`src/rtl/npg_pkg.sv`:
```
// ----------------------------------------------------------------------------
// npg_pkg
// Shared widths, status codes and the request/response types of the
// iterative remainder unit of the next primes generator.
// ----------------------------------------------------------------------------
package npg_pkg;

	localparam int unsigned NPG_MAX_COUNT = 64;

	localparam int unsigned VALUE_W  = 32;
	localparam int unsigned COUNT_W  = 7;
	localparam int unsigned STATUS_W = 2;
	localparam int unsigned DIV_W    = VALUE_W / 2;

	localparam logic [STATUS_W-1:0] ST_OK        = 2'd0;
	localparam logic [STATUS_W-1:0] ST_LOW_START = 2'd1;
	localparam logic [STATUS_W-1:0] ST_NOT_FOUND = 2'd2;

	typedef struct packed {
		logic               start;
		logic [VALUE_W-1:0] dividend;
		logic [DIV_W-1:0]   divisor;
	} npg_rem_req_t;

	typedef struct packed {
		logic done;
		logic zero;
	} npg_rem_rsp_t;

endpackage

```
`src/rtl/npg_req_if.sv`:
```
// ----------------------------------------------------------------------------
// npg_req_if
// Request channel: start value and number of primes wanted.
// ----------------------------------------------------------------------------
interface npg_req_if import npg_pkg::*; ();
	logic               valid;
	logic               ready;
	logic [VALUE_W-1:0] start_value;
	logic [COUNT_W-1:0] prime_count;

	modport source (output valid, output start_value, output prime_count, input ready);
	modport sink   (input valid, input start_value, input prime_count, output ready);
endinterface

```
`src/rtl/npg_res_if.sv`:
```
// ----------------------------------------------------------------------------
// npg_res_if
// Result channel: one prime (or error word) per handshake.
// ----------------------------------------------------------------------------
interface npg_res_if import npg_pkg::*; ();
	logic                valid;
	logic                ready;
	logic [VALUE_W-1:0]  prime_value;
	logic                run_end;
	logic [STATUS_W-1:0] status;

	modport source (output valid, output prime_value, output run_end, output status,
		input ready);
	modport sink   (input valid, input prime_value, input run_end, input status,
		output ready);
endinterface

```
`src/rtl/npg_rem_unit.sv`:
```
// ----------------------------------------------------------------------------
// npg_rem_unit
// Bit-serial restoring remainder: one dividend bit per cycle, reports
// whether the divisor divides the dividend evenly.
// ----------------------------------------------------------------------------
module npg_rem_unit import npg_pkg::*; (
	input  logic         clk,
	input  logic         arst_n,
	input  npg_rem_req_t req,
	output npg_rem_rsp_t rsp
);

	localparam int unsigned CNT_W = $clog2(VALUE_W);

	logic               busy_q;
	logic [CNT_W-1:0]   cnt_q;
	logic [VALUE_W-1:0] num_q;
	logic [DIV_W-1:0]   div_q;
	logic [DIV_W-1:0]   rem_q;
	logic               done_q;
	logic               zero_q;

	logic [DIV_W:0]     shifted;
	logic [DIV_W:0]     diff;
	logic [DIV_W-1:0]   rem_next;

	assign shifted  = {rem_q, num_q[VALUE_W-1]};
	assign diff     = shifted - {1'b0, div_q};
	assign rem_next = (shifted >= {1'b0, div_q}) ? diff[DIV_W-1:0] : shifted[DIV_W-1:0];

	always_ff @(posedge clk or negedge arst_n) begin
		if (!arst_n) begin
			busy_q <= 1'b0;
			cnt_q  <= '0;
			done_q <= 1'b0;
			zero_q <= 1'b0;
			num_q  <= '0;
			div_q  <= '0;
			rem_q  <= '0;
		end else begin
			done_q <= 1'b0;
			if (req.start) begin
				busy_q <= 1'b1;
				cnt_q  <= '0;
				num_q  <= req.dividend;
				div_q  <= req.divisor;
				rem_q  <= '0;
			end else if (busy_q) begin
				rem_q <= rem_next;
				num_q <= {num_q[VALUE_W-2:0], 1'b0};
				cnt_q <= cnt_q + 1'b1;
				if (cnt_q == CNT_W'(VALUE_W - 1)) begin
					busy_q <= 1'b0;
					done_q <= 1'b1;
					zero_q <= (rem_next == '0);
				end
			end
		end
	end

	assign rsp.done = done_q;
	assign rsp.zero = zero_q;

endmodule

```
`src/rtl/next_primes_generator_unit.sv`:
```
// ----------------------------------------------------------------------------
// next_primes_generator_unit
// Emits consecutive primes from a start value by trial division, using one
// shared bit-serial remainder unit under a small sequencer.
// ----------------------------------------------------------------------------
// One request at a time. Per candidate: an even one goes from the check
// state straight to the next candidate; an odd one is tested against each
// odd trial divisor d (d*d <= candidate) in the remainder unit, from 3 up.
// Handshake: the request port is ready only while the sequencer is idle.
// Reset: arst_n clears the sequencer and the output valid; no store to clear.
// ----------------------------------------------------------------------------
module next_primes_generator_unit import npg_pkg::*; #(
	parameter int unsigned MAX_COUNT = NPG_MAX_COUNT
) (
	input  logic       clk,
	input  logic       arst_n,
	npg_req_if.sink    req,
	npg_res_if.source  res
);

	localparam int unsigned CNT_W = $clog2(MAX_COUNT + 1);
	localparam int unsigned D_W   = DIV_W + 1;
	localparam int unsigned SQ_W  = VALUE_W + 2;

	localparam logic [2:0] S_IDLE  = 3'd0;
	localparam logic [2:0] S_CHECK = 3'd1;
	localparam logic [2:0] S_TEST  = 3'd2;
	localparam logic [2:0] S_WAIT  = 3'd3;
	localparam logic [2:0] S_NEXT  = 3'd4;
	localparam logic [2:0] S_EMIT  = 3'd5;

	logic [2:0]          state_q;
	logic [VALUE_W-1:0]  cand_q;
	logic [D_W-1:0]      d_q;
	logic [SQ_W-1:0]     sq_q;
	logic [CNT_W-1:0]    left_q;

	logic [VALUE_W-1:0]  pend_value_q;
	logic                pend_end_q;
	logic [STATUS_W-1:0] pend_status_q;

	logic                out_valid_q;
	logic [VALUE_W-1:0]  out_value_q;
	logic                out_end_q;
	logic [STATUS_W-1:0] out_status_q;

	npg_rem_req_t        rem_req;
	npg_rem_rsp_t        rem_rsp;

	logic                accept;
	logic                out_free;
	logic                sq_over;
	logic [CNT_W-1:0]    count_sat;

	assign accept   = req.valid && (state_q == S_IDLE);
	assign out_free = !out_valid_q || res.ready;
	assign sq_over  = sq_q > {2'b00, cand_q};

	assign count_sat = (req.prime_count > COUNT_W'(MAX_COUNT)) ? CNT_W'(MAX_COUNT)
		: CNT_W'(req.prime_count);

	assign rem_req.start    = (state_q == S_TEST) && !sq_over;
	assign rem_req.dividend = cand_q;
	assign rem_req.divisor  = d_q[DIV_W-1:0];

	npg_rem_unit u_rem (
		.clk    (clk),
		.arst_n (arst_n),
		.req    (rem_req),
		.rsp    (rem_rsp)
	);

	always_ff @(posedge clk or negedge arst_n) begin
		if (!arst_n) begin
			state_q       <= S_IDLE;
			cand_q        <= '0;
			d_q           <= '0;
			sq_q          <= '0;
			left_q        <= '0;
			pend_value_q  <= '0;
			pend_end_q    <= 1'b0;
			pend_status_q <= ST_OK;
			out_valid_q   <= 1'b0;
			out_value_q   <= '0;
			out_end_q     <= 1'b0;
			out_status_q  <= ST_OK;
		end else begin
			// the emit state refills the output word itself
			if (out_valid_q && res.ready && state_q != S_EMIT) begin
				out_valid_q <= 1'b0;
			end

			case (state_q)
				S_IDLE: begin
					if (accept) begin
						cand_q <= req.start_value;
						left_q <= count_sat;
						if (req.start_value < VALUE_W'(2)) begin
							pend_value_q  <= '0;
							pend_end_q    <= 1'b1;
							pend_status_q <= ST_LOW_START;
							state_q       <= S_EMIT;
						end else if (count_sat != '0) begin
							state_q <= S_CHECK;
						end
					end
				end
				S_CHECK: begin
					if (cand_q == VALUE_W'(2) || cand_q == VALUE_W'(3)) begin
						pend_value_q  <= cand_q;
						pend_end_q    <= (left_q == CNT_W'(1));
						pend_status_q <= ST_OK;
						state_q       <= S_EMIT;
					end else if (!cand_q[0]) begin
						state_q <= S_NEXT;
					end else begin
						d_q     <= D_W'(3);
						sq_q    <= SQ_W'(9);
						state_q <= S_TEST;
					end
				end
				S_TEST: begin
					if (sq_over) begin
						pend_value_q  <= cand_q;
						pend_end_q    <= (left_q == CNT_W'(1));
						pend_status_q <= ST_OK;
						state_q       <= S_EMIT;
					end else begin
						state_q <= S_WAIT;
					end
				end
				S_WAIT: begin
					if (rem_rsp.done) begin
						if (rem_rsp.zero) begin
							state_q <= S_NEXT;
						end else begin
							// (d+2)^2 = d^2 + 4d + 4
							sq_q    <= sq_q + SQ_W'({d_q, 2'b00}) + SQ_W'(4);
							d_q     <= d_q + D_W'(2);
							state_q <= S_TEST;
						end
					end
				end
				S_NEXT: begin
					if (cand_q == '1) begin
						pend_value_q  <= '0;
						pend_end_q    <= 1'b1;
						pend_status_q <= ST_NOT_FOUND;
						state_q       <= S_EMIT;
					end else begin
						cand_q  <= cand_q + 1'b1;
						state_q <= S_CHECK;
					end
				end
				S_EMIT: begin
					// hold until the output word is free
					if (out_free) begin
						out_valid_q  <= 1'b1;
						out_value_q  <= pend_value_q;
						out_end_q    <= pend_end_q;
						out_status_q <= pend_status_q;
						if (pend_end_q) begin
							state_q <= S_IDLE;
						end else begin
							left_q  <= left_q - 1'b1;
							state_q <= S_NEXT;
						end
					end
				end
				default: begin
					state_q <= S_IDLE;
				end
			endcase
		end
	end

	assign req.ready       = (state_q == S_IDLE);
	assign res.valid       = out_valid_q;
	assign res.prime_value = out_value_q;
	assign res.run_end     = out_end_q;
	assign res.status      = out_status_q;

endmodule
```
`src/flat_wrapper.sv`:
```
// flat-port wrapper written by rule: the top's interface ports become plain ports
module next_primes_generator_unit_flat import npg_pkg::*;
#(
	parameter int unsigned MAX_COUNT = NPG_MAX_COUNT
)
  (clk, arst_n, req_valid, req_start_value, req_prime_count, req_ready, res_valid, res_prime_value, res_run_end, res_status, res_ready);
  npg_req_if req_i ();
  npg_res_if res_i ();
  input  logic clk;
  input  logic arst_n;
  input wire logic [$bits(req_i.valid)-1:0] req_valid;
  input wire logic [$bits(req_i.start_value)-1:0] req_start_value;
  input wire logic [$bits(req_i.prime_count)-1:0] req_prime_count;
  output wire logic [$bits(req_i.ready)-1:0] req_ready;
  output wire logic [$bits(res_i.valid)-1:0] res_valid;
  output wire logic [$bits(res_i.prime_value)-1:0] res_prime_value;
  output wire logic [$bits(res_i.run_end)-1:0] res_run_end;
  output wire logic [$bits(res_i.status)-1:0] res_status;
  input wire logic [$bits(res_i.ready)-1:0] res_ready;
  assign req_i.valid = req_valid;
  assign req_i.start_value = req_start_value;
  assign req_i.prime_count = req_prime_count;
  assign req_ready = req_i.ready;
  assign res_valid = res_i.valid;
  assign res_prime_value = res_i.prime_value;
  assign res_run_end = res_i.run_end;
  assign res_status = res_i.status;
  assign res_i.ready = res_ready;
  next_primes_generator_unit #(.MAX_COUNT(MAX_COUNT)) u_core (.clk(clk), .arst_n(arst_n), .req(req_i), .res(res_i));
endmodule
```
`config.mk`:
```
export PLATFORM = sky130hd
export DESIGN_NAME = next_primes_generator_unit_flat
export DESIGN_NICKNAME = d
export VERILOG_FILES = /design/src/rtl/npg_pkg.sv /design/src/rtl/npg_req_if.sv /design/src/rtl/npg_res_if.sv /design/src/rtl/npg_rem_unit.sv /design/src/rtl/next_primes_generator_unit.sv /design/src/flat_wrapper.sv
export SDC_FILE = /design/constraint.sdc
export NUM_CORES = 1
export LEC_CHECK = 0
export BUFFER_PORTS_ARGS = -buffer_cell sky130_fd_sc_hd__buf_2
export CAP_MARGIN = 10
export CORE_MARGIN = 4
export CORE_UTILIZATION = 35
export DETAILED_ROUTE_END_ITERATION = 12
export GPL_ROUTABILITY_DRIVEN = 0
export HOLD_SLACK_MARGIN = 0.08
export MAX_ROUTING_LAYER = met4
export PLACE_DENSITY_LB_ADDON = 0.15
export SETUP_SLACK_MARGIN = 0.2
export SYNTH_ARGS = -nofsm -noshare
export SYNTH_HDL_FRONTEND = slang
export SYNTH_SLANG_ARGS = --single-unit
```
`constraint.sdc`:
```
create_clock -name clk -period 2.9 [get_ports clk]
set_clock_uncertainty 0.2 [all_clocks]
set_input_delay 0.145 -clock clk [delete_from_list [all_inputs] [get_ports clk]]
set_output_delay 0.145 -clock clk [all_outputs]
set_load 0.02 [all_outputs]
```
**Word-level counts from Yosys, hierarchy flattened**

Index checks and enable logic that the tools add are counted.

- $add $sub $neg: 7
- Order comparisons: 4
- Eq/ne operators: 24
- Muxes and demuxes: 64
- Bitwise logic cells: 1
- Reductions and logical operators: 23

Operators by type and width:

| operator | count |
|---|---|
| 32-bit 2-to-1 mux | 9 |
| 34-bit 2-to-1 mux | 4 |
| 32-bit one-hot mux with 4 select lines | 1 |
| 17-bit 2-to-1 mux | 4 |
| 34-bit one-hot mux with 2 select lines | 1 |
| 32-bit by 2-bit equality test with 1-bit output (second input constant) | 2 |
| 32-bit one-hot mux with 2 select lines | 1 |
| 16-bit 2-to-1 mux | 3 |
| 34-bit by 19-bit adder with 34-bit output | 1 |
| 34-bit by 3-bit adder with 34-bit output (second input constant) | 1 |
| 34-bit by 32-bit greater-than comparator with 1-bit output | 1 |
| 17-bit one-hot mux with 2 select lines | 1 |
| 3-bit 2-to-1 mux | 11 |
| 32-bit by 1-bit adder with 32-bit output (second input constant) | 1 |
| 32-bit equality test (second input constant) | 1 |
| 32-bit by 2-bit less-than comparator with 1-bit output (second input constant) | 1 |
| 7-bit 2-to-1 mux | 4 |
| 3-bit one-hot mux with 6 select lines | 1 |
| 17-bit by 2-bit adder with 17-bit output (second input constant) | 1 |
| 17-bit by 16-bit greater-or-equal comparator with 1-bit output | 1 |
| 16-bit zero test | 1 |
| 16-bit subtractor | 1 |
| 1-bit 2-to-1 mux | 14 |
| 2-bit by 1-bit inequality test with 1-bit output (second input constant) | 7 |
| other kinds (29) | 50 |

- Register bits after elaboration: 236
- Bits of input ports: 43
- Logic and storage cells: 142

**Depth between registers and ports, before layout**

Gate-level depths: netlist (run 1).

- Depth in word-level cells: 7
- Gate-level depth with buffers: 15
- Mapped depth without buffers: 15

**Modules after synthesis**

A second synthesis (run 1) with hierarchy kept.

- Cells, all modules: 1457
- Area total of the unflattened synthesis: 13676.9 um^2

By module, submodules not included:

| module | times used | cells each | area an instance (um^2) |
|---|---|---|---|
| next_primes_generator_unit | 1 | 1005 | 9525.4 |
| npg_rem_unit | 1 | 452 | 4151.5 |

**Least setup slack after synthesis (run 1)**

No wires, ideal clock.

- Kind: flip-flop to flip-flop
- Start: register u_core.d_q[1]
- End: register u_core.sq_q[33]
- Library setup time: 132 ps
- Arrival: 2830 ps
- Slack: -262 ps
- Cell stages (with the launch flop): 14
- Path buffers: 0
- Period minus slack after synthesis: 3162 ps
- Cell sequence: dfrtp_1 ha_1 ha_1 inv_1 fa_1 nor2b_1 o21ai_0 a21oi_1 o31ai_1 a31oi_1 a211o_1 nor3b_1 xnor2_1 nor2_1

- Cells in the longest elaborated chain, start to end: 5

Ends and longest elaborated chain:

| what | line | text |
|---|---|---|
| start, declared | next_primes_generator_unit.sv:34 | `logic [D_W-1:0] d_q;` |
| start signal, assigned | next_primes_generator_unit.sv:139 | `d_q <= d_q + D_W'(2);` |
| 34-bit by 19-bit adder with 34-bit output | next_primes_generator_unit.sv:138 | `sq_q <= sq_q + SQ_W'({d_q, 2'b00}) + SQ_W'(4);` |
| 34-bit by 3-bit adder with 34-bit output | next_primes_generator_unit.sv:138 |  |
| 34-bit 2-to-1 mux | next_primes_generator_unit.sv:134 | `if (rem_rsp.zero) begin` |
| 34-bit 2-to-1 mux | next_primes_generator_unit.sv:133 | `if (rem_rsp.done) begin` |
| 34-bit one-hot mux with 2 select lines | next_primes_generator_unit.sv:93 | `case (state_q)` |
| end signal, assigned | next_primes_generator_unit.sv:138 |  |
| end, declared | next_primes_generator_unit.sv:35 | `logic [SQ_W-1:0] sq_q;` |

No other way between the ends. The select of a mux whose other input is x is not followed.
A chain may end at the register's enable or synchronous reset.

**Final worst setup path (run 1)**

- Start: register u_core.u_rem.num_q[31]
- End: register u_core.u_rem.zero_q

- Cells in the longest elaborated chain, start to end: 3

Ends and longest elaborated chain:

| what | line | text |
|---|---|---|
| start, declared | npg_rem_unit.sv:17 | `logic [VALUE_W-1:0] num_q;` |
| start signal, assigned | npg_rem_unit.sv:45 | `num_q <= req.dividend;` |
| start signal, assigned | npg_rem_unit.sv:50 | `num_q <= {num_q[VALUE_W-2:0], 1'b0};` |
| 16-bit subtractor or 17-bit by 16-bit greater-or-equal comparator with 1-bit output (tied branches) | npg_rem_unit.sv:28, npg_rem_unit.sv:29 |  |
| 16-bit 2-to-1 mux * | npg_rem_unit.sv:29 | `assign rem_next = (shifted >= {1'b0, div_q}) ? diff[DIV_W-1:0] : shifted[DIV_W-1:0];` |
| 16-bit zero test * | npg_rem_unit.sv:55 | `zero_q <= (rem_next == '0);` |
| end signal, assigned | npg_rem_unit.sv:55 |  |
| end, declared | npg_rem_unit.sv:21 | `logic zero_q;` |

Mark *: on every way between the ends. The rest lies on a longest branch, timed or not.

==> flow_metrics.py, run 1 <==
metrics = {
    "global_route": {
        "track_usage_pct": 20.4,
        "grt_pass1_vias": 12400,
        "grt_max_degree": 78,
        "globalRouteOverflowTotal": 0,
        "antenna_found_initial": 0,
        "grt_pass1_wl_microns": 67200,
    },
    "route": {
        "drc": 0,
        "dr_total_vias": 12100,
        "routed_via_density": 5.17,
        "totalWireLength_microns": 42600,
        "dr.first_iter.drc_count": 657,
        "drt-pass1-iter-count": 5,
        "wl_per_cell_microns": 18.1,
        "ant_nets": 0,
    },
    "timing": {
        "worst_slew_pin_slew_ps": 701,
        "tns_ps": -1990,
        "setup_slack_ps": -148,
        "timing.fmax_mhz": 328,
        "fin_crit_sh_pct": 105,
        "finalCriticalPeriod_ps": 3050,
        "hold_viol_final": 0,
        "rsz0062_at_grt": "yes",
        "finalSetupViolations": 36,
        "slew_violations": 0,
        "relSlewSlack_pct": 52.9,
    },
    "cts": {
        "clock-sinks": 235,
        "cts-root-buf": "clkbuf_16",
        "path_clk_slew_ps": 60,
        "cts_tree": "built",
        "clk_path_buf_depth": 3,
        "cts_buffers": 28,
        "worst_skew_pair.late_latency_ps": 560,
        "htree_num_levels": 1,
    },
    "die": {
        "initial_core_util_pct": 35.6,
        "pin_count": 80,
        "die_w_microns": 204,
        "rows": 71,
        "die_area_sq_um": 41700,
        "dieHeight_microns": 204,
        "core_area_sq_um": 37800,
    },
    "logic_synthesis": {
        "yosysSeqAreaShare_pct": 43.7,
        "synthesis.area_sq_um": 13500,
        "async_flop_share_pct": 100,
        "syn_area_per_cell_sq_um": 9.27,
        "synthCells": 1453,
        "syn_nets": 1586,
        "synth-seq-cells": 235,
        "synth_cell_types": 67,
        "ys.flop_type": "dfrtp_1",
        "synth_edf_count": 0,
        "yosys_warnings": 0,
    },
    "worst_hold_path": {
        "hold-path-endpoint": "u_core.cand_q[0]",
        "hold_path_startpoint": "req_start_value[0]",
        "hold_depth": 4,
        "hold_path.class": "primary input to flop",
    },
    "pwr": {
        "vdd_drop_max_uv": 494,
        "total_power_mw": 20.6,
        "intPower_mw": 12.3,
        "leakage_nw": 9.49,
        "swShare_pct": 40.3,
        "pwr-share-clk_pct": 17.5,
        "switchingPower_mw": 8.28,
        "sequentialPowerShare_pct": 25.5,
        "combPwrFrac_pct": 57.1,
        "p_per_area_nw_per_um2": 1030,
    },
    "worst_setup_path": {
        "cp_num_buf_inv": 2,
        "cp.arrival_ps": 3310,
        "cp_cell_sequence": "inv_1 > ha_2 > inv_2 > fa_2 > a21oi_2 > o22ai_2 > nor2_1 > xnor2_1 > or4_4 > nor4_2 > and4_1 > a31oi_1 > o31ai_1",
        "worst-endpoint-required_ps": 3160,
        "endpoint_kind": "flop",
        "path_class": "flop to flop",
        "cp.depth": 13,
        "cp_top_family": "simple AND/OR/NAND/NOR gates",
        "reg2reg_to": "u_core.u_rem.zero_q",
        "crit_slowest_cell": "or4_4",
        "r2r-start": "u_core.u_rem.num_q[31]",
        "start_kind": "flop",
        "worst-r2r-setup-slack_ps": -150,
        "cp_slowest_stage_delay_ps": 540,
        "r2r_cells": 13,
        "crit_fanout": 3,
    },
    "final_layout": {
        "syn_to_final_growth_pct": 48.8,
        "fin_nets": 1953,
        "antenna_cells": 0,
        "drive_gt1_share_pct": 38.4,
    },
    "outcome": {
        "status": "finished with violations",
        "violations": "setup timing",
    },
    "placement": {
        "io_buffers": 79,
        "dpl.hpwl_microns": 28500,
    },
    "job": {
        "cap_violations": 0,
    },
}
==> power groups by stage <==
stage                     registers, mW  logic (mW)  clock network, mW
final                              5.24        11.7               3.59
after detailed placement           5.26        8.57                  0
after floorplan                    5.42        5.17                  0
after CTS                          5.23        10.7               3.68
after global routing               5.37        12.7               3.82
after global placement             5.24        8.47                  0
==> routing by layer <==
metal	share of wire [%]	global-route usage, %
met1	46	28.2
met2	46	31.8
met3	4.6	2.48
met4	3.0	6.27
met5	0	-
==> metrics by stage <==
stage | instance area (sq um) | instances | util, % | setup WS [ps] | hold WS, ps
6_report | 20000 | 2350 | 53.0 | -148 | 228
5_1_grt | 20000 | 2350 | 53.0 | -273 | 254
4_1_cts | 19300 | 2325 | 50.9 | -159 | 208
3_5_place_dp | 16000 | 2168 | 42.2 | -163 | -12.6
3_3_place_gp | 16000 | 2168 | 42.2 | -102 | -14.9
2_1_floorplan | 13700 | 1453 | - | -41.1 | -351
==> logic make-up after synthesis <==
logic type | after synthesis | synth area share, %
compound gates | 346 | 15.6
xor+xnor | 50 | 3.25
fa+ha+maj | 90 | 8.47
buf+inv | 181 | 5.32
flops | 235 | 43.7
mux | 111 | 8.58
simple gates | 440 | 15.1
==> synth_stat cells (16+ instances only) <==
| master | n | area share (%) |
|---|---|---|
| dfrtp_1 | 235 | 44 |
| nor2_1 | 133 | 3.7 |
| a21oi_1 | 127 | 4.7 |
| nand2_1 | 126 | 3.5 |
| inv_1 | 111 | 3.1 |
| ha_1 | 88 | 8.2 |
| o21ai_0 | 87 | 3.2 |
| mux2i_1 | 75 | 5.6 |
| clkbuf_1 | 52 | 1.4 |
| nand3_1 | 43 | 1.6 |
| mux2_2 | 36 | 3.0 |
| xor2_1 | 34 | 2.2 |
| nor3_1 | 29 | 1.1 |
| nand4_1 | 26 | 1.2 |
| nor4_1 | 23 | 1.1 |
| a21o_1 | 16 | 0.89 |
| xnor2_1 | 16 | 1.0 |
==> cell usage in the layout (no fill, tap or decap), drive strengths merged, types with 12 or more instances in the layout <==
cell         Yosys  final
o31ai           12     12
dfrtp          235    235
dlygate4sd3      0     49
clkbuf          54     36
mux2i           75     75
a31oi           12     12
buf             16    356
nand2          126    126
nor2           133    133
a21o            16     16
xnor2           16     16
ha              88     88
mux2            36     36
inv            111    112
nand3           43     43
o22ai           13     13
nor4            23     23
nor3            29     29
nor2b           12     12
xor2            34     34
a21oi          127    127
and3            15     15
nand4           26     26
o21ai           90     90
==> sequential cells by signal (all words and copies together), names as in the netlist, 3 cells and up <==
| name | flops |
|---|---|
| u_core.u_rem.num_q | 32 |
| u_core.u_rem.rem_q | 16 |
| u_core.res.prime_value | 32 |
| u_core.pend_value_q | 32 |
| u_core.cand_q | 32 |
| u_core.u_rem.div_q | 16 |
| u_core.left_q | 7 |
| u_core.state_q | 3 |
| u_core.sq_q | 33 |
| u_core.u_rem.cnt_q | 5 |
| u_core.d_q | 17 |
==> tightest hold or removal path, delay by kind of cell <==
kind          cells  cell delay (ps)
buf+inv           2              660
simple gates      2              140
==> cell type report <==
cell class,count,area (sq um)
clock inverters,15,171
flip-flops and latches,235,5890
well taps,511,639
clock buffers,34,763
repair buffers,407,3840
inverters,111,419
fillers,3339,17800
multi-input cells,1037,8310
==> what timing repair did <==
item | in CTS | in global routing
buffers inserted | 40 | 23
hold buffers | 49 | 0
cloned | 19 | 2
endpoints found under the hold margin | 276 | 0
resized for setup | 276 | 123
endpoints found under the setup margin | 165 | 192
pin swaps | 95 | 70
==> how the worst max path moves through the flow <==
stage,slack (ps),endpoint,from
6_report,-150,u_core.u_rem.zero_q,u_core.u_rem.num_q[31]
3_3_place_gp,-100,u_core.pend_value_q[25],u_core.cand_q[23]
5_1_grt,-270,u_core.u_rem.zero_q,u_core.u_rem.num_q[31]
2_1_floorplan,-40,u_core.sq_q[33],u_core.d_q[1]
4_1_cts,-160,u_core.u_rem.zero_q,u_core.u_rem.num_q[31]
3_5_place_dp,-160,u_core.u_rem.zero_q,u_core.u_rem.num_q[31]
(Power assumes the default switching activity.)
==> run 2, diff against run 1 <==
--- a/config.mk
+++ b/config.mk
@@ -9,12 +9,14 @@
 export CAP_MARGIN = 10
 export CORE_MARGIN = 4
 export CORE_UTILIZATION = 35
+export CTS_BUF_LIST = sky130_fd_sc_hd__clkbuf_2 sky130_fd_sc_hd__clkbuf_4 sky130_fd_sc_hd__clkbuf_8
 export DETAILED_ROUTE_END_ITERATION = 12
 export GPL_ROUTABILITY_DRIVEN = 0
 export HOLD_SLACK_MARGIN = 0.08
 export MAX_ROUTING_LAYER = met4
 export PLACE_DENSITY_LB_ADDON = 0.15
 export SETUP_SLACK_MARGIN = 0.2
+export SKIP_CTS_REPAIR_TIMING = 1
 export SYNTH_ARGS = -nofsm -noshare
 export SYNTH_HDL_FRONTEND = slang
 export SYNTH_SLANG_ARGS = --single-unit
==> run 2 against run 1 <==
The flow still finishes with violations (setup timing). Utilization shrank 0.83 points. Cell area is 1.6% lower. Setup slack improved by 23 ps.
==> flow_metrics.py, run 2 (synthesis results as in run 1) <==
metrics = {
    "global_route": {
        "grt_pass1_vias": 11600,
        "track_usage_pct": 18.7,
        "antenna_found_initial": 0,
        "grt_max_degree": 78,
        "grt_pass1_wl_microns": 61600,
        "globalRouteOverflowTotal": 0,
    },
    "route": {
        "routed_via_density": 5.20,
        "ant_nets": 0,
        "wl_per_cell_microns": 18.5,
        "dr.first_iter.drc_count": 641,
        "totalWireLength_microns": 43500,
        "drt-pass1-iter-count": 7,
        "dr_total_vias": 12200,
        "drc": 0,
    },
    "timing": {
        "timing.fmax_mhz": 331,
        "finalSetupViolations": 4,
        "setup_slack_ps": -126,
        "whs_ps": 196,
        "slew_violations": 0,
        "rsz0062_at_grt": "yes",
        "hold_viol_final": 0,
        "finalCriticalPeriod_ps": 3030,
        "fin_crit_sh_pct": 104,
        "relSlewSlack_pct": 53.5,
        "worst_slew_pin_slew_ps": 695,
    },
    "die": {
        "pin_count": 80,
        "core_area_sq_um": 37800,
        "dieHeight_microns": 204,
        "rows": 71,
        "die_w_microns": 204,
        "initial_core_util_pct": 35.6,
        "die_area_sq_um": 41700,
    },
    "placement": {
        "dpl.hpwl_microns": 28500,
        "place_area_sq_um": 16000,
        "place_ws_ps": -163,
        "io_buffers": 79,
        "numPlacedInstances": 2168,
    },
    "job": {
        "cap_violations": 0,
    },
    "final_layout": {
        "fin_nets": 1943,
        "stdcell_area_sq_um": 19700,
        "final_cell_count_no_fill": 2353,
        "final_cell_mix": "dfrtp_1 (225), buf_4 (191), nand2_1 (104)",
        "syn_to_final_growth_pct": 46.5,
        "regMostFlops": "u_core.sq_q",
        "drive_gt1_share_pct": 39.6,
        "largest_reg_flops": 33,
        "final_common_cell": "dfrtp_1",
        "num-fill-cells": 3392,
        "antenna_cells": 0,
    },
    "worst_setup_path": {
        "r2r-start": "u_core.u_rem.num_q[31]",
        "start_kind": "flop",
        "endpoint_kind": "flop",
        "cp_slowest_stage_delay_ps": 550,
        "cp.arrival_ps": 3290,
        "crit_fanout": 3,
        "cp_cell_sequence": "inv_1 > ha_2 > inv_2 > fa_2 > a21oi_2 > o22ai_2 > nor2_1 > xnor2_1 > or4_4 > nor4_4 > and4_1 > a31oi_1 > o31ai_1",
        "path_class": "flop to flop",
        "cp_top_family": "simple AND/OR/NAND/NOR gates",
        "cp_num_buf_inv": 2,
        "crit_slowest_cell": "or4_4",
        "worst-endpoint-required_ps": 3160,
        "cp-startpoint": "u_core.u_rem.num_q[31]",
    },
    "pwr": {
        "pwr-share-clk_pct": 17.1,
        "intPower_mw": 11.9,
        "switchingPower_mw": 8.40,
        "combPwrFrac_pct": 57.0,
        "p_per_area_nw_per_um2": 1030,
        "swShare_pct": 41.4,
        "total_power_mw": 20.3,
        "vdd_drop_max_uv": 465,
        "leakage_nw": 9.40,
        "sequentialPowerShare_pct": 25.9,
    },
    "outcome": {
        "violations": "setup timing",
        "status": "finished with violations",
    },
    "cts": {
        "htree_num_levels": 2,
        "cts_tree": "built",
        "cts-root-buf": "clkbuf_8",
        "worst_skew_pair.late_latency_ps": 580,
        "path_clk_slew_ps": 60,
        "cts_buffers": 44,
        "clk_path_buf_depth": 3,
        "clock-sinks": 235,
    },
    "worst_hold_path": {
        "hold_path.class": "primary input to flop",
        "hold_path_startpoint": "req_start_value[0]",
    },
}
-- run 2: changes by cell type in the layout (fill, tap and decap cells not counted), moves of 9 or more --
cell       previous run  this run
clkbuf_8              4        59
o21ai_0              55        36
clkbuf_16            30        18
a21oi_2              43        57
o21ai_1              16        25
buf_16               19         1
a21oi_1              78        60
buf_12               23        14
o21ai_2              16        27
clkbuf_4              0        13
-- run 2: path summary, 6_finish.rpt --
kind | to | slack [ps] | cells after the start
setup / recovery | u_core.u_rem.zero_q | -130 | 13
max in group asynchronous | u_core.cand_q[24] | 1130 | 4
setup reg to reg | u_core.u_rem.zero_q | -130 | 13
min in group asynchronous | u_core.pend_value_q[6] | 500 | 3
hold / removal | u_core.cand_q[0] | 200 | 4
hold reg to reg | u_core.u_rem.zero_q | 290 | 2
-- run 2: routing by layer --
layer  global-route usage, %  routed length (microns)  share of wire [%]  vias to the layer above
li1                        -                        -                  -                     5892
met2                    28.1                    19800                 46                      311
met5                       -                        0                  0                        -
met3                    2.55                     1950                4.5                      106
met4                    5.55                     1650                3.8                        0
met1                    26.4                    20100                 46                     5925
-- run 2: power groups by stage --
stage          clock network, mW  registers [mW]  logic [mW]
2_1_floorplan                  0            5.42        5.17
3_3_place_gp                   0            5.24        8.47
3_5_place_dp                   0            5.26        8.57
4_1_cts                     3.58            5.21        8.62
5_1_grt                     3.72            5.38        12.5
6_report                    3.47            5.25        11.6
-- run 2: layout make-up --
type / count / area (sq um) / share of cell area (%)
inverter: 111 / 419 / 2.12
clock buffer: 72 / 910 / 4.61
tap: 511 / 639 / 3.24
clock inverter: 6 / 53.8 / 0.273
multi-input combinational: 1037 / 8370 / 42.4
timing repair buffer: 381 / 3440 / 17.4
sequential: 235 / 5890 / 29.9
-- run 2: tightest hold or removal path: stages --
cell	delay, ps
dlygate4sd3_1	520
buf_2	120
nand3_1	60
nand2_1	60
-- run 2: per-stage QoR --
step	TNS (ps)	utilization (%)
floorplan	-41.1	-
global placement	-3510	42.2
detailed placement	-5100	42.2
CTS	-6660	44.7
global route	-5520	52.1
finish	-166	52.1
